`src/rtl/core/bbla_pkg.sv`:
```
package bbla_pkg;

    localparam int CfgAddrBits = 4;
    localparam int CfgDataBits = 32;

    typedef enum logic [1:0] {
        REG_CB_LIMIT  = 2'd0,
        REG_AUX_LIMIT = 2'd1,
        REG_DEBOUNCE  = 2'd2
    } t_reg_idx;

    typedef enum logic [1:0] {
        VS_OTHER  = 2'd0,
        VS_READY  = 2'd1,
        VS_PARKED = 2'd2,
        VS_OTHER2 = 2'd3
    } t_vstate;

    typedef enum logic [1:0] {
        EV_NONE      = 2'd0,
        EV_RAISED    = 2'd1,
        EV_DISMISSED = 2'd2
    } t_event;

    typedef struct packed {
        logic        tick;
        t_vstate     vehicle_state;
        logic        main_pack_a_present;
        logic        main_pack_b_present;
        logic        cb_present;
        logic        cb_charge_valid;
        logic [6:0]  cb_charge;
        logic        aux_voltage_valid;
        logic [15:0] aux_voltage;
    } t_item;

    typedef struct packed {
        logic   cb_warning_on;
        logic   aux_warning_on;
        t_event cb_event;
        t_event aux_event;
    } t_result;

    typedef struct packed {
        t_vstate last_vehicle_state;
        logic    last_no_main;
        logic    armed_by_park;
        logic    armed_by_removal;
        logic    cb_shown;
        logic    aux_shown;
    } t_flags;

    typedef struct packed {
        logic [6:0]  cb_charge_limit;
        logic [15:0] aux_voltage_limit;
        logic [15:0] debounce_ticks;
    } t_cfg;

    localparam t_flags FlagsReset = '{
        last_vehicle_state: VS_OTHER,
        last_no_main:       1'b1,
        armed_by_park:      1'b0,
        armed_by_removal:   1'b0,
        cb_shown:           1'b0,
        aux_shown:          1'b0
    };

    localparam t_cfg CfgReset = '{
        cb_charge_limit:   7'd10,
        aux_voltage_limit: 16'd11000,
        debounce_ticks:    16'd2000
    };

endpackage

```
`src/rtl/core/bbla_step.sv`:
```
module bbla_step #(
    parameter int TIMER_BITS = 16
) (
    input  bbla_pkg::t_item         i_item,
    input  bbla_pkg::t_cfg          i_cfg,
    input  bbla_pkg::t_flags        i_flags,
    input  logic [TIMER_BITS-1:0]   i_timer,
    output bbla_pkg::t_flags        o_flags,
    output logic [TIMER_BITS-1:0]   o_timer,
    output bbla_pkg::t_result       o_result
);
    import bbla_pkg::*;

    localparam int LoadBits = (TIMER_BITS > 16) ? TIMER_BITS : 16;

    logic                  no_main;
    logic                  cb_low;
    logic                  aux_low;
    logic                  relevant;
    logic [LoadBits-1:0]   ticks_ext;
    logic [LoadBits-1:0]   max_ext;
    logic [TIMER_BITS-1:0] load_value;
    logic [TIMER_BITS-1:0] timer_dec;
    t_flags                flags;
    t_event                cb_ev;
    t_event                aux_ev;

    assign no_main = !i_item.main_pack_a_present && !i_item.main_pack_b_present;
    assign cb_low  = i_item.cb_present && i_item.cb_charge_valid
                     && (i_item.cb_charge < i_cfg.cb_charge_limit);
    assign aux_low = i_item.aux_voltage_valid
                     && (i_item.aux_voltage < i_cfg.aux_voltage_limit);
    assign timer_dec = i_timer - TIMER_BITS'(1);

    // debounce load value, zero counts as one, saturate to timer range
    always_comb begin
        ticks_ext = LoadBits'(i_cfg.debounce_ticks);
        max_ext   = LoadBits'({TIMER_BITS{1'b1}});
        if (ticks_ext > max_ext) begin
            load_value = '1;
        end else begin
            load_value = ticks_ext[TIMER_BITS-1:0];
        end
        if (load_value == '0) begin
            load_value = TIMER_BITS'(1);
        end
    end

    always_comb begin
        flags    = i_flags;
        o_timer  = i_timer;
        cb_ev    = EV_NONE;
        aux_ev   = EV_NONE;
        relevant = 1'b0;

        if (i_flags.last_vehicle_state == VS_READY && i_item.vehicle_state == VS_PARKED) begin
            flags.armed_by_park = 1'b1;
        end
        if (!i_flags.last_no_main && no_main) begin
            flags.armed_by_removal = 1'b1;
        end
        flags.last_vehicle_state = i_item.vehicle_state;
        flags.last_no_main       = no_main;

        if (!cb_low && i_flags.cb_shown) begin
            flags.cb_shown = 1'b0;
            cb_ev          = EV_DISMISSED;
        end
        if (!aux_low && i_flags.aux_shown) begin
            flags.aux_shown = 1'b0;
            aux_ev          = EV_DISMISSED;
        end

        // countdown and expiry
        if (i_item.tick && i_timer != '0) begin
            o_timer = timer_dec;
            if (timer_dec == '0) begin
                relevant = (flags.armed_by_park && i_item.vehicle_state == VS_PARKED)
                           || (flags.armed_by_removal && no_main);
                flags.armed_by_park    = 1'b0;
                flags.armed_by_removal = 1'b0;
                if (relevant) begin
                    if (cb_low && !flags.cb_shown) begin
                        flags.cb_shown = 1'b1;
                        cb_ev          = EV_RAISED;
                    end
                    if (aux_low && !flags.aux_shown) begin
                        flags.aux_shown = 1'b1;
                        aux_ev          = EV_RAISED;
                    end
                end
            end
        end

        if ((flags.armed_by_park || flags.armed_by_removal) && o_timer == '0) begin
            o_timer = load_value;
        end

        o_flags = flags;
        o_result.cb_warning_on  = flags.cb_shown;
        o_result.aux_warning_on = flags.aux_shown;
        o_result.cb_event       = cb_ev;
        o_result.aux_event      = aux_ev;
    end

endmodule

```
`src/rtl/core/backup_battery_low_alert.sv`:
```
// Backup battery low alert. Takes one status snapshot per transfer and returns one
// result per transfer, one transfer per cycle while the receiver does not stall; each
// result passes an input register, then the evaluate logic into the result
// register. Parking after ready-to-drive, or pulling the last main pack, arms a
// debounce of debounce_ticks ticks (0 acts as 1, capped at the TIMER_BITS range);
// on expiry the arming is checked against the current snapshot and low connectivity
// backup or auxiliary packs raise their warning. A shown warning is dismissed in the
// first snapshot where its pack is not low. Registers on the APB port: cb_charge_limit
// at 0x0, aux_voltage_limit at 0x4, debounce_ticks at 0x8; write them only while idle.
module backup_battery_low_alert #(
    parameter int TIMER_BITS = 16
) (
    input  logic                            i_clk,
    input  logic                            i_rst_n,

    input  logic                            psel,
    input  logic                            penable,
    input  logic                            pwrite,
    input  logic [bbla_pkg::CfgAddrBits-1:0] paddr,
    input  logic [bbla_pkg::CfgDataBits-1:0] pwdata,
    output logic [bbla_pkg::CfgDataBits-1:0] prdata,
    output logic                            pready,

    input  logic                            i_valid,
    output logic                            o_stall,
    input  logic                            i_tick,
    input  logic [1:0]                      i_vehicle_state,
    input  logic                            i_main_pack_a_present,
    input  logic                            i_main_pack_b_present,
    input  logic                            i_cb_present,
    input  logic                            i_cb_charge_valid,
    input  logic [6:0]                      i_cb_charge,
    input  logic                            i_aux_voltage_valid,
    input  logic [15:0]                     i_aux_voltage,

    output logic                            o_valid,
    input  logic                            i_stall,
    output logic                            o_cb_warning_on,
    output logic                            o_aux_warning_on,
    output logic [1:0]                      o_cb_event,
    output logic [1:0]                      o_aux_event
);
    import bbla_pkg::*;

    t_cfg                  r_cfg;
    t_item                 r_item;
    logic                  r_in_vld;
    logic                  r_out_vld;
    t_result               r_result;
    t_flags                r_flags;
    logic [TIMER_BITS-1:0] r_timer;

    t_flags                n_flags;
    logic [TIMER_BITS-1:0] n_timer;
    t_result               n_result;

    logic                  cfg_write;
    t_reg_idx              reg_idx;
    logic                  out_free;
    logic                  step_go;
    logic                  in_take;

    assign pready    = 1'b1;
    assign reg_idx   = t_reg_idx'(paddr[3:2]);
    assign cfg_write = psel && penable && pwrite && pready;

    always_comb begin
        case (reg_idx)
            REG_CB_LIMIT:  prdata = CfgDataBits'(r_cfg.cb_charge_limit);
            REG_AUX_LIMIT: prdata = CfgDataBits'(r_cfg.aux_voltage_limit);
            REG_DEBOUNCE:  prdata = CfgDataBits'(r_cfg.debounce_ticks);
            default:       prdata = '0;
        endcase
    end

    always_ff @(posedge i_clk) begin
        if (!i_rst_n) begin
            r_cfg <= CfgReset;
        end else if (cfg_write) begin
            case (reg_idx)
                REG_CB_LIMIT:  r_cfg.cb_charge_limit   <= pwdata[6:0];
                REG_AUX_LIMIT: r_cfg.aux_voltage_limit <= pwdata[15:0];
                REG_DEBOUNCE:  r_cfg.debounce_ticks    <= pwdata[15:0];
                default:       r_cfg <= r_cfg;
            endcase
        end
    end

    // two-stage flow: input register, then result register
    assign out_free = !r_out_vld || !i_stall;
    assign step_go  = r_in_vld && out_free;
    assign o_stall  = r_in_vld && !out_free;
    assign in_take  = i_valid && !o_stall;

    always_ff @(posedge i_clk) begin
        if (!i_rst_n) begin
            r_in_vld <= 1'b0;
        end else if (in_take) begin
            r_in_vld <= 1'b1;
        end else if (step_go) begin
            r_in_vld <= 1'b0;
        end
    end

    always_ff @(posedge i_clk) begin
        if (in_take) begin
            r_item.tick                <= i_tick;
            r_item.vehicle_state       <= t_vstate'(i_vehicle_state);
            r_item.main_pack_a_present <= i_main_pack_a_present;
            r_item.main_pack_b_present <= i_main_pack_b_present;
            r_item.cb_present          <= i_cb_present;
            r_item.cb_charge_valid     <= i_cb_charge_valid;
            r_item.cb_charge           <= i_cb_charge;
            r_item.aux_voltage_valid   <= i_aux_voltage_valid;
            r_item.aux_voltage         <= i_aux_voltage;
        end
    end

    bbla_step #(
        .TIMER_BITS (TIMER_BITS)
    ) u_step (
        .i_item   (r_item),
        .i_cfg    (r_cfg),
        .i_flags  (r_flags),
        .i_timer  (r_timer),
        .o_flags  (n_flags),
        .o_timer  (n_timer),
        .o_result (n_result)
    );

    always_ff @(posedge i_clk) begin
        if (!i_rst_n) begin
            r_flags   <= FlagsReset;
            r_timer   <= '0;
            r_out_vld <= 1'b0;
        end else begin
            if (step_go) begin
                r_flags   <= n_flags;
                r_timer   <= n_timer;
                r_out_vld <= 1'b1;
            end else if (!i_stall) begin
                r_out_vld <= 1'b0;
            end
        end
    end

    always_ff @(posedge i_clk) begin
        if (step_go) begin
            r_result <= n_result;
        end
    end

    assign o_valid          = r_out_vld;
    assign o_cb_warning_on  = r_result.cb_warning_on;
    assign o_aux_warning_on = r_result.aux_warning_on;
    assign o_cb_event       = r_result.cb_event;
    assign o_aux_event      = r_result.aux_event;

endmodule

```
`config.mk`:
```
export PLATFORM = sky130hd
export DESIGN_NAME = backup_battery_low_alert
export DESIGN_NICKNAME = d
export VERILOG_FILES = /design/src/rtl/core/bbla_pkg.sv /design/src/rtl/core/bbla_step.sv /design/src/rtl/core/backup_battery_low_alert.sv
export SDC_FILE = /design/constraint.sdc
export NUM_CORES = 1
export LEC_CHECK = 0
export BUFFER_PORTS_ARGS = -buffer_cell sky130_fd_sc_hd__buf_4
export CORE_MARGIN = 2
export CORE_UTILIZATION = 40
export CTS_BUF_LIST = sky130_fd_sc_hd__clkbuf_2 sky130_fd_sc_hd__clkbuf_4 sky130_fd_sc_hd__clkbuf_8
export DETAILED_ROUTE_END_ITERATION = 12
export MAX_ROUTING_LAYER = met4
export PLACE_DENSITY = 0.58
export SYNTH_ARGS = -nofsm -noshare
export SYNTH_HDL_FRONTEND = slang
export SYNTH_SLANG_ARGS = --single-unit
```
`constraint.sdc`:
```
create_clock -name i_clk -period 6.63 [get_ports i_clk]
set_input_delay 0.9945 -clock i_clk [delete_from_list [all_inputs] [get_ports i_clk]]
set_output_delay 0.9945 -clock i_clk [all_outputs]
set_load 0.02 [all_outputs]
```
# [After elaboration in Yosys (flattened, before gate mapping)]
# Cells that the tools add are included.
[totals] wordCells=104 input_bits=74 reg_bits=101
[classes] addsub=1 n_reduce_logical=42 mux=28 magnitude_cmp=3 n_eq_ne=5
[op_table] op="$mux W16" count=4
[op_table] op="$logic_not A16 Y1" count=3
[op_table] op="$pmux W16 S3" count=1
[op_table] op="$mux W2" count=11
[op_table] op="$logic_and A1 B1 Y1" count=19
[op_table] op="$gt A16 B16 Y1 const B" count=1
[op_table] op="$lt A16 B16 Y1" count=1
[op_table] op="$reduce_bool A16 Y1" count=1
[op_table] op="$sub A16 B1 Y16 const B" count=1
[op_table] op="$logic_not A1 Y1" count=11
[op_table] op="$mux W1" count=10
[op_table] op="$mux W4" count=2
[op_table] op="$lt A7 B7 Y1" count=1
[op_table] op="$reduce_and A2 Y1" count=3
[op_table] op="$eq A2 B1 Y1 const B" count=2
[op_table] op="$eq A2 B2 Y1 const B" count=2
[op_table] op="$logic_or A1 B1 Y1" count=3
[op_table] op="$logic_not A2 Y1" count=1
[op_table] op="$ne A2 B1 Y1 const B" count=1
[op_table] op="$reduce_bool A2 Y1" count=1

# [Depth between registers and ports, before layout]
# Gate-level depths: netlist of the first run.
[depth] word_depth=14 ltp_mapped=13 ltp_nobuf=10

# [By module]
# Synthesis of the first run repeated with hierarchy kept, for this count alone.
[unflattened] hier_cells=611 hier_area_um2=5776.8
[by_module_without_submodules] mod="backup_battery_low_alert" seq_area_each_um2=2392.3 area_per_inst_um2=3980.1 cells_per_inst=362 n_inst=1
[by_module_without_submodules] mod="bbla_step" seq_area_each_um2=0.0 area_per_inst_um2=1796.7 cells_per_inst=249 n_inst=1

# [Worst setup path after synthesis of the first run]
# Ideal clock, no wire load.
[synth_timing] kind="flip-flop to flip-flop" start="reg r_timer[0]" end="reg r_timer[12]" path_buffers=2 period_less_slack_ns=3.183 setup_time_ns=0.068 slack_ns=3.447 path_stages_with_launch=13 required_time_ns=6.562 t_arrival_ns=3.115 path_cell_list="dfxtp_1 inv_1 ha_1 or4b_1 or3_4 or4_1 xnor2_1 a2111o_1 and4b_1 buf_6 buf_6 nand3_2 a21oi_2"
[synth_via] elab_chain_len=7 elab_cells_between_ends=11 cone_classes="1 x add/sub; 4 x mux; 6 x reduce/logical"
[synth_rtl] element="from (decl)" line="backup_battery_low_alert.sv:51" rtl="logic [TIMER_BITS-1:0] r_timer;"
[synth_rtl] element="from (signal assigned)" line="backup_battery_low_alert.sv:139" rtl="r_timer <= n_timer;"
[synth_rtl] element="$sub A16 B1 Y16" line="bbla_step.sv:33" rtl="assign timer_dec = i_timer - TIMER_BITS'(1);"
[synth_rtl] element="$logic_not A16 Y1" line="bbla_step.sv:77" rtl="if (timer_dec == '0) begin"
[synth_rtl] element="$mux W4" line="bbla_step.sv:77"
[synth_rtl] element="$mux W4" line="bbla_step.sv:75" rtl="if (i_item.tick && i_timer != '0) begin"
[synth_rtl] element="$logic_or A1 B1 Y1" line="bbla_step.sv:95" rtl="if ((flags.armed_by_park || flags.armed_by_removal) && o_timer == '0) begin"
[synth_rtl] element="$logic_and A1 B1 Y1" line="bbla_step.sv:95"
[synth_rtl] element="$mux W16 *" line="bbla_step.sv:95"
# Mark *: on every way between the ends. The rest lies on a longest branch, timed or not.
# A chain may end at the register's enable or synchronous reset.

# [Final worst setup path of the first run]
[layout_timing] start="reg r_timer[0]" end="reg r_timer[15]"
# The elaborated chain is that of the path after synthesis.

==> metrics.cfg, run 1 <==
[cts]
post_cts_resized=0
root_buffer=clkbuf_8
path_clk_slew_ns=0.09
clkSinkCount=101
clk_latency_ns=0.37
cts_tree=done
ctsLongestPathBuffers=2
htreeDepth=3
cts_made_buffers=9
ctsHoldBuffers=0
cts_setup_buffers=0

[placement]
io_buffer_count=79
gp_congestion=0.894
place_ws_ns=2.73
dp_hpwl_um=9110

[route]
antenna_left=0
drtIter0Drc=275
drt_wl_total_um=12400
viasPerCell=5.21
wl_per_cell_um=15.2
first_pass_iters=5
drc=0
dr_total_vias=4233

[global_route]
grt_overflow_total=0
antenna_found_initial=0
first_global_vias=4016
grt_max_degree=32
grt_use_total_pct=18.7
grt_pass1_wl_um=20300

[setup_path]
cp_max_fo=16
worstSetupStartpointType=register
crit_type=reg -> reg
r2r_cells=10
crit_required_ns=6.92
reg2reg_slack_ns=2.71
crit_arrival_ns=4.21
end_kind=register

[timing]
hold_viol=0
worst_pin_slew_ns=1.23
rsz0062_at_grt=no
slew_headroom_pct=18.0
holdWs_ns=0.464
skew_ns=0.00769
fin_setup_tns_ns=0
finalSetupViolCount=0
max_freq_mhz=255
fin_ws_ns=2.71
period_minus_slack_ns=3.92
slew_violations=0
min_period_over_period_pct=59.1

[yosys]
synth_edf_count=37
syn_inst=579
ys_seq_elements=101
yosysTopAreaCell=dfxtp_1
ys_types=56
async_flop_share_pct=0
synth.area.top_cells=dfxtp_1 25%, edfxtp_1 21%, nand2_1 6.7%
syn-mean-instance-area_um2=8.97
ys_seq_area_share_pct=46.1
synthFlopType=dfxtp_1
yosysTopAreaCellShare_pct=24.7
yosys_warnings=0
synth_area_mm2=0.00519

[layout]
area_growth_pct=16.3
final_nets=734
drive_gt1_share_pct=17.6
layout_common_cells=92 x nand2_1, 84 x buf_4, 64 x dfxtp_1
finish.utilization_pct=47.7
mostFrequentLayoutCell=nand2_1
num_antenna_cells=0

[floorplan]
rows=41
die_w_um=118
dieArea_mm2=0.0139
die_h_um=118
initial_core_util_pct=41.0
ioPinCount=115
core_mm2=0.0127

[power]
powerDensity_mw_per_mm2=324
p_leak_nw=2.50
vdd_drop_max_mv=0.136

[hold_path]
hold_depth=2
hold_path.class=reg -> reg

[run]
drv_cap=0

[status]
run_status=finished clean

-- routing by layer --
metal / GRT usage (%) / routed length, µm / vias up
met4: 7.83 / 314 / 0
met3: 2.66 / 398 / 20
met1: 24.3 / 5830 / 1980
met2: 29.2 / 5810 / 96
met5: - / 0 / -
li1: - / - / 2137
-- flip-flops by register name, indices dropped and copies added (netlist names) --
name and flops:
o_aux_event 2, o_cb_warning_on 1, r_timer 16, o_aux_warning_on 1, r_flags 7, r_cfg 39, o_valid 1, r_in_vld 1
r_item 31, o_cb_event 2
-- worst max-delay path: stages (launching register included) --
cell and delay [ns]:
dfxtp_1 0.39, inv_1 0.13, ha_1 0.30, or4b_1 0.54, or3_4 0.37, or4_1 0.47
xnor2_1 0.16, a2111o_1 0.36, and4b_1 0.71, a311oi_1 0.18, a211oi_1 0.22
-- kinds of logic after synthesis --
kind of cell,after synthesis,synth area share (%)
AO/OA/AOI/OAI,128,15.6
XOR/XNOR,8,1.35
adder cells (fa/ha/maj),24,5.78
buffers and inverters,81,7.59
flip-flops,101,46.1
multiplexers,17,3.28
other,2,0.145
AND/OR/NAND/NOR,218,20.1
-- synthesized netlist by cell type (3+ instances only) --
| master | n |
|---|---|
| nand2_1 | 92 |
| dfxtp_1 | 64 |
| a21oi_1 | 47 |
| nor2_1 | 39 |
| edfxtp_1 | 37 |
| clkbuf_1 | 30 |
| inv_1 | 28 |
| ha_1 | 24 |
| o21ai_0 | 24 |
| buf_4 | 17 |
| mux2i_1 | 17 |
| nand3_1 | 17 |
| nor4_1 | 15 |
| a22o_1 | 9 |
| nor3_1 | 9 |
| a21o_1 | 8 |
| nand4_1 | 8 |
| o211ai_1 | 8 |
| a31oi_1 | 6 |
| a211oi_1 | 5 |
| nor2b_1 | 5 |
| nor3b_1 | 5 |
| xnor2_1 | 5 |
| nand2b_1 | 4 |
| or4_1 | 4 |
| a21oi_2 | 3 |
| and3_1 | 3 |
| buf_2 | 3 |
| buf_6 | 3 |
| or3_1 | 3 |
| xor2_1 | 3 |
-- area by class of cell --
cell class              instances  area, µm²
clock buffers                  11        145
clock inverters                 5       82.6
fillers                      1210       6630
inverters                      28        105
multi-input cells             412       2470
flip-flops and latches        101       2390
well taps                     172        215
repair buffers                 84        631
-- path summary, 6_finish.rpt --
kind / to / from
hold reg to reg: r_flags[2]$_SDFFE_PN0P_ / r_flags[2]$_SDFFE_PN0P_
setup reg to reg: r_timer[15]$_SDFFE_PN0P_ / r_timer[0]$_SDFFE_PN0P_
setup / recovery: r_timer[15]$_SDFFE_PN0P_ / r_timer[0]$_SDFFE_PN0P_
hold / removal: r_flags[2]$_SDFFE_PN0P_ / r_flags[2]$_SDFFE_PN0P_
-- metrics by stage --
step	area, µm²	power, W	instances
finish	6040	0.00196	813
global route	6040	0.00210	813
CTS	6040	0.00196	813
detailed placement	5810	0.00152	797
global placement	5810	0.00151	797
floorplan	5250	0.00136	594
-- power by group --
group,switching [W],internal (W),total [W]
Sequential,0.0000608,0.000686,0.000747
Clock,0.000216,0.000229,0.000445
Combinational,0.000446,0.000321,0.000766
Total,0.000723,0.00124,0.00196
Note: power is estimated with default switching activity, not from simulation.
==> run 2: changes to the inputs <==
ABC_AREA = 1   (was unset)
clock period = 3.7 ns   (was 6.63 ns; I/O delays follow)
==> metrics.cfg, run 2 <==
[placement]
io_buffer_count=79  ; unchanged
place_ws_ns=0.987  ; -1.74 ns
dp_hpwl_um=9920  ; +8.9%
gp_congestion=0.913  ; +2.1%

[route]
viasPerCell=4.86  ; -6.6%
wl_per_cell_um=13.5  ; -11%
drtIter0Drc=332  ; +21%
first_pass_iters=5  ; unchanged
drt_wl_total_um=12700  ; +3.1%
dr_total_vias=4591  ; +8.5%
antenna_left=0  ; unchanged
drc=0  ; unchanged

[cts]
clkSinkCount=101  ; unchanged
ctsHoldBuffers=0  ; unchanged
cts_tree=done
root_buffer=clkbuf_8
path_clk_slew_ns=0.10  ; about the same
post_cts_resized=0  ; unchanged
clk_latency_ns=0.36  ; about the same
htreeDepth=3  ; unchanged
ctsLongestPathBuffers=2  ; unchanged
cts_setup_buffers=0  ; unchanged
cts_made_buffers=9  ; unchanged

[setup_path]
end_kind=register
crit_required_ns=3.93  ; -2.99 ns
critical-path-max-stage-delay_ns=0.41  ; -0.30 ns
worstSetupStartpointType=register
r2r_cells=16  ; +6
reg2reg_slack_ns=0.95  ; -1.76 ns
slowest_stage=dfxtp_1
crit_arrival_ns=2.98  ; -1.23 ns
cp_max_fo=17  ; +1
crit_type=reg -> reg
path_cells=inv_1 -> ha_1 -> inv_1 -> nor2_1 -> nor2_1 -> nand3_1 -> nor2_1 -> nand3_1 -> nor2_1 -> nand3_1 -> nand2_1 -> nand2_2 -> nand2_4 -> nand2_1 -> nand3_1 -> a21oi_1
reg2reg_to=r_timer[11]$_SDFFE_PN0P_
rr_startpoint=r_timer[0]$_SDFFE_PN0P_

[yosys]
synth_edf_count=37  ; unchanged
yosysMostFrequentCell=nand2_1
syn_inst=692  ; +20%
synthFlopType=dfxtp_1
yosys_warnings=0  ; unchanged
ys_seq_elements=101  ; unchanged
yosysTopAreaCell=dfxtp_1
ys_types=38  ; -32%
async_flop_share_pct=0  ; unchanged
ys_seq_area_share_pct=44.4  ; -1.7 points
syn-mean-instance-area_um2=7.79  ; -13%
yosysTopAreaCellShare_pct=23.8  ; -0.89 points
synth_area_mm2=0.00539  ; +3.8%
synth.area.top_cells=dfxtp_1 24%, edfxtp_1 21%, nand2_1 11%
synth_common_cells=161 x nand2_1, 88 x inv_1, 64 x dfxtp_1

[timing]
max_freq_mhz=364  ; +42%
hold_viol=0  ; unchanged
fin_ws_ns=0.950  ; -1.76 ns
finalSetupViolCount=0  ; unchanged
slew_violations=0  ; unchanged
slew_headroom_pct=64.0  ; +46 points
worst_pin_slew_ns=0.537  ; -0.691 ns
fin_setup_tns_ns=0  ; unchanged
min_period_over_period_pct=74.3  ; +15 points
skew_ns=0.0155  ; +0.00785 ns
period_minus_slack_ns=2.75  ; -1.17 ns
rsz0062_at_grt=no

[floorplan]
rows=42  ; +2.4%
dieArea_mm2=0.0144  ; +3.6%
initial_core_util_pct=40.8  ; -0.13 points
core_mm2=0.0132  ; +4.1%
die_h_um=120  ; +1.8%
die_w_um=120  ; +1.8%
ioPinCount=115  ; unchanged

[layout]
mostFrequentLayoutCell=nand2_1
reg_top3=r_cfg x39, r_item x31, r_timer x16
area_growth_pct=16.6
final_nets=861  ; +17%
top_register=r_cfg
largest_reg_flops=39  ; unchanged
fillers=1313  ; +8.5%
num_antenna_cells=0  ; unchanged
drive_gt1_share_pct=16.4  ; -1.2 points
layout_common_cells=161 x nand2_1, 88 x inv_1, 83 x buf_4

[status]
run_status=finished clean

[power]
p_leak_nw=2.92  ; +17%
powerDensity_mw_per_mm2=464  ; +43%
vdd_drop_max_mv=0.208  ; +54%

[run]
drv_cap=0  ; unchanged

[hold_path]
worstHoldEndpoint=r_item[12]$_DFFE_PP_
hold_depth=1  ; -1
min_from=i_aux_voltage[12]
hold_path.class=in -> reg

[global_route]
grt_max_degree=49  ; +53%
grt_overflow_total=0  ; unchanged
grt_pass1_wl_um=21100  ; +4.0%
antenna_found_initial=0  ; unchanged
first_global_vias=4376  ; +9.0%
grt_use_total_pct=18.7  ; +0.062 points

==> run 2: changes by cell type in the layout (fill, tap and decap cells not counted), sizes merged, moves of 10 or more <==
cell / previous run / this run
mux2i: 17 / 0
nor4: 15 / 5
nand2: 92 / 167
nand3: 19 / 54
inv: 29 / 93
o211ai: 8 / 18
nor2: 39 / 61
o21ai: 25 / 45
==> run 2: worst max-delay path, delay by kind of cell, from the launching register on <==
kind | cells | cell delay (ns)
compound gates | 1 | 0.06
fa+ha+maj | 1 | 0.28
buf+inv | 2 | 0.25
flops | 1 | 0.41
simple gates | 12 | 1.63
==> run 2: routing by layer <==
layer	track usage, %	vias to the layer above	routed length [µm]
met2	29.8	96	5880
met5	-	-	0
met1	25.0	2086	6320
met4	4.85	0	106
li1	-	2400	-
met3	3.04	9	434
==> run 2: how the worst max path moves through the flow <==
| stage | slack [ns] | start | end |
|---|---|---|---|
| finish | 0.95 | r_timer[0]$_SDFFE_PN0P_ | r_timer[11]$_SDFFE_PN0P_ |
| global route | 0.58 | r_timer[0]$_SDFFE_PN0P_ | r_timer[10]$_SDFFE_PN0P_ |
| CTS | 0.95 | r_timer[0]$_SDFFE_PN0P_ | r_timer[11]$_SDFFE_PN0P_ |
| detailed placement | 0.99 | r_timer[0]$_SDFFE_PN0P_ | r_timer[11]$_SDFFE_PN0P_ |
| global placement | 1.03 | r_timer[0]$_SDFFE_PN0P_ | r_timer[3]$_SDFFE_PN0P_ |
| floorplan | 1.51 | r_timer[0]$_SDFFE_PN0P_ | r_timer[14]$_SDFFE_PN0P_ |
==> run 2: kinds of logic after synthesis <==
| logic type | count (synthesis) | synth area share, % |
|---|---|---|
| adder cells (fa/ha/maj) | 24 | 5.57 |
| XOR/XNOR | 1 | 0.163 |
| other | 2 | 0.139 |
| AO/OA/AOI/OAI | 138 | 14.9 |
| flip-flops | 101 | 44.4 |
| buffers and inverters | 133 | 11.0 |
| AND/OR/NAND/NOR | 293 | 23.8 |
==> run 2: layout make-up <==
class | count | area, µm² | share of cell area [%]
Multi-Input combinational cell | 473 | 2460 | 39.2
Sequential cell | 101 | 2390 | 38.1
Timing Repair Buffer | 83 | 623 | 9.92
Inverter | 95 | 357 | 5.68
Tap cell | 176 | 220 | 3.51
Clock buffer | 11 | 145 | 2.31
Clock inverter | 5 | 82.6 | 1.32
==> run 2: report_power, final <==
group          leakage [nW]  total (W)  switching [W]  internal (W)
sequential            0.882    0.00125      0.0000417       0.00121
combinational          1.92   0.000879       0.000582      0.000298
clock                 0.117   0.000781       0.000371      0.000410
==> run 2: metrics by stage <==
| step | area (µm²) | utilization (%) | total power (W) | hold slack (ns) | std cells |
|---|---|---|---|---|---|
| 2_1_floorplan | 5440 | - | 0.00195 | 0.444 | 707 |
| 3_3_place_gp | 6050 | 45.9 | 0.00214 | 0.460 | 928 |
| 3_5_place_dp | 6050 | 45.9 | 0.00216 | 0.482 | 928 |
| 4_1_cts | 6280 | 47.6 | 0.00294 | 0.343 | 944 |
| 5_1_grt | 6280 | 47.6 | 0.00312 | 0.333 | 944 |
| 6_report | 6280 | 47.6 | 0.00291 | 0.361 | 944 |
==> run 3: changes to the inputs <==
PLACE_DENSITY = 0.6   (was 0.58)
clock period = 2.4 ns   (was 3.7 ns; I/O delays follow)
==> metrics.cfg, run 3 (same netlist as run 2, synthesis figures left out) <==
[status]
run_status=finished clean

[setup_path]
cp_max_fo=7  ; -10
r2r_cells=17  ; +1
slowest_stage=dfxtp_2
critical-path-max-stage-delay_ns=0.34  ; -0.07 ns
reg2reg_slack_ns=0.08  ; -0.87 ns
reg2reg_to=r_timer[4]$_SDFFE_PN0P_
critPathTopFamily=simple AND/OR/NAND/NOR gates
end_kind=register
path_cells=inv_4 -> ha_4 -> nand2_4 -> nor2_4 -> nand2_8 -> nand2_8 -> buf_12 -> nand2_1 -> nand2_2 -> nand2_1 -> nor2_2 -> nand2_2 -> nor2_8 -> buf_6 -> nand3_1 -> nand3_1 -> a21oi_1
critPathBufInv=3  ; +1
rr_startpoint=r_timer[1]$_SDFFE_PN0P_
worstSetupStartpointType=register
crit_arrival_ns=2.55  ; -0.43 ns
startpoint=r_timer[1]$_SDFFE_PN0P_
crit_required_ns=2.64  ; -1.29 ns
crit_type=reg -> reg

[cts]
cts_tree=done
ctsLongestPathBuffers=2  ; unchanged
root_buffer=clkbuf_8
htreeDepth=3  ; unchanged
clk_latency_ns=0.36  ; about the same
clkSinkCount=101  ; unchanged
path_clk_slew_ns=0.09  ; about the same
cts_made_buffers=9  ; unchanged

[route]
drc=0  ; unchanged
wl_per_cell_um=13.7  ; +1.6%
first_pass_iters=4  ; -1
dr_total_vias=4826  ; +5.1%
antenna_left=0  ; unchanged
drtIter0Drc=260  ; -22%
drt_wl_total_um=13700  ; +7.2%
viasPerCell=4.85  ; -0.37%

[placement]
dp_hpwl_um=10400  ; +5.0%
place_ws_ns=-0.133  ; -1.12 ns
detailed_place.area_mm2=0.00637  ; +5.3%
gp_congestion=0.906  ; -0.76%
io_buffer_count=79  ; unchanged

[timing]
period_minus_slack_ns=2.32  ; -0.434 ns
slew_violations=0  ; unchanged
worst_pin_slew_ns=0.548  ; +0.0114 ns
fin_ws_ns=0.0848  ; -0.866 ns
finalSetupViolCount=0  ; unchanged
min_period_over_period_pct=96.5  ; +22 points
skew_ns=0.00929  ; -0.00624 ns
hold_viol=0  ; unchanged
fin_setup_tns_ns=0  ; unchanged
slew_headroom_pct=63.2  ; -0.77 points
max_freq_mhz=432  ; +19%
holdWs_ns=0.165  ; -0.195 ns

[layout]
largest_reg_flops=39  ; unchanged
drive_gt1_share_pct=28.8  ; +12 points
final_nets=913  ; +6.0%
layout_common_cells=143 x nand2_1, 124 x buf_4, 85 x inv_1
area_growth_pct=31.0
num_antenna_cells=0  ; unchanged
fin_area_mm2=0.00706  ; +12%
reg_top3=r_cfg x39, r_item x31, r_timer x16
top_register=r_cfg
mostFrequentLayoutCell=nand2_1

[power]
combPwrFrac_pct=38.6  ; +8.4 points
powerDensity_mw_per_mm2=741  ; +60%
p_switching_w=0.00181  ; +82%
p_seq_share_pct=37.0  ; -6.0 points
switching_share_pct=34.6  ; +0.49 points
vdd_drop_max_mv=0.330  ; +58%
p_int_w=0.00342  ; +78%
pwr-share-clk_pct=24.5  ; -2.3 points
p_leak_nw=3.24  ; +11%

[global_route]
grt_pass1_wl_um=22100  ; +4.7%
first_global_vias=4637  ; +6.0%
antenna_found_initial=0  ; unchanged
grt_max_degree=35  ; -29%
grt_use_total_pct=20.0  ; +1.2 points
grt_overflow_total=0  ; unchanged

[floorplan]
initial_core_util_pct=40.8  ; unchanged
dieArea_mm2=0.0144  ; unchanged
die_h_um=120  ; unchanged
rows=42  ; unchanged
core_mm2=0.0132  ; unchanged
ioPinCount=115  ; unchanged
die_w_um=120  ; unchanged

[hold_path]
hold_path.class=in -> reg
min_from=i_aux_voltage[15]
worstHoldEndpoint=r_item[15]$_DFFE_PP_
hold_depth=1  ; unchanged

[run]
drv_cap=0  ; unchanged

==> run 3: layout make-up <==
class                      instances  area (µm²)
multi-input combinational        477        2790
clock buffer                      11         139
fill                            1248        6130
clock inverter                     5         100
inverter                          95         369
tap                              176         220
timing repair buffer             131        1030
sequential                       101        2410
==> run 3: layer usage <==
layer	track usage [%]	share of wire, %
met5	-	0
met4	6.54	1.6
met3	2.99	3.3
met2	32.7	49
met1	25.4	46
==> run 3: worst reg2reg max path: cells and delay by family, from the launching register on <==
family / cells / cell delay [ns]
DFF: 1 / 0.34
adders and majority gates: 1 / 0.16
AOI/OAI and AO/OA: 1 / 0.06
buffers and inverters: 3 / 0.35
and+or+nand+nor: 12 / 1.27
==> run 3: power groups by stage <==
stage               clock, W  combinational, W  sequential, W
floorplan                  0           0.00105        0.00196
global route         0.00138           0.00222        0.00194
detailed placement         0           0.00161        0.00196
global placement           0           0.00159        0.00195
finish               0.00128           0.00202        0.00193
CTS                  0.00131           0.00171        0.00192
==> run 3: worst max path at each step <==
stage                               endpoint  cells past startpoint  slack (ns)
detailed placement   r_timer[3]$_SDFFE_PN0P_                     16       -0.13
CTS                  r_timer[3]$_SDFFE_PN0P_                     17       0.002
finish               r_timer[4]$_SDFFE_PN0P_                     17        0.08
global route        r_timer[11]$_SDFFE_PN0P_                     16       -0.04
global placement     r_timer[3]$_SDFFE_PN0P_                     16       -0.04
floorplan           r_timer[14]$_SDFFE_PN0P_                     17        0.21
==> run 3: metrics by stage <==
step / utilization (%) / total power [W] / instances
2_1_floorplan: - / 0.00301 / 707
3_3_place_gp: 48.3 / 0.00355 / 967
5_1_grt: 53.5 / 0.00555 / 996
6_report: 53.5 / 0.00523 / 996
3_5_place_dp: 48.3 / 0.00356 / 967
4_1_cts: 50.7 / 0.00493 / 986
==> run 3: timing repair <==
item / 4_1_cts / 5_1_grt
resized for setup: 13 / 81
setup buffers: 0 / 9
setup endpoints to repair: 15 / 22
cloned: 3 / 1
hold buffers: 0 / 0
pin swaps: 5 / 34
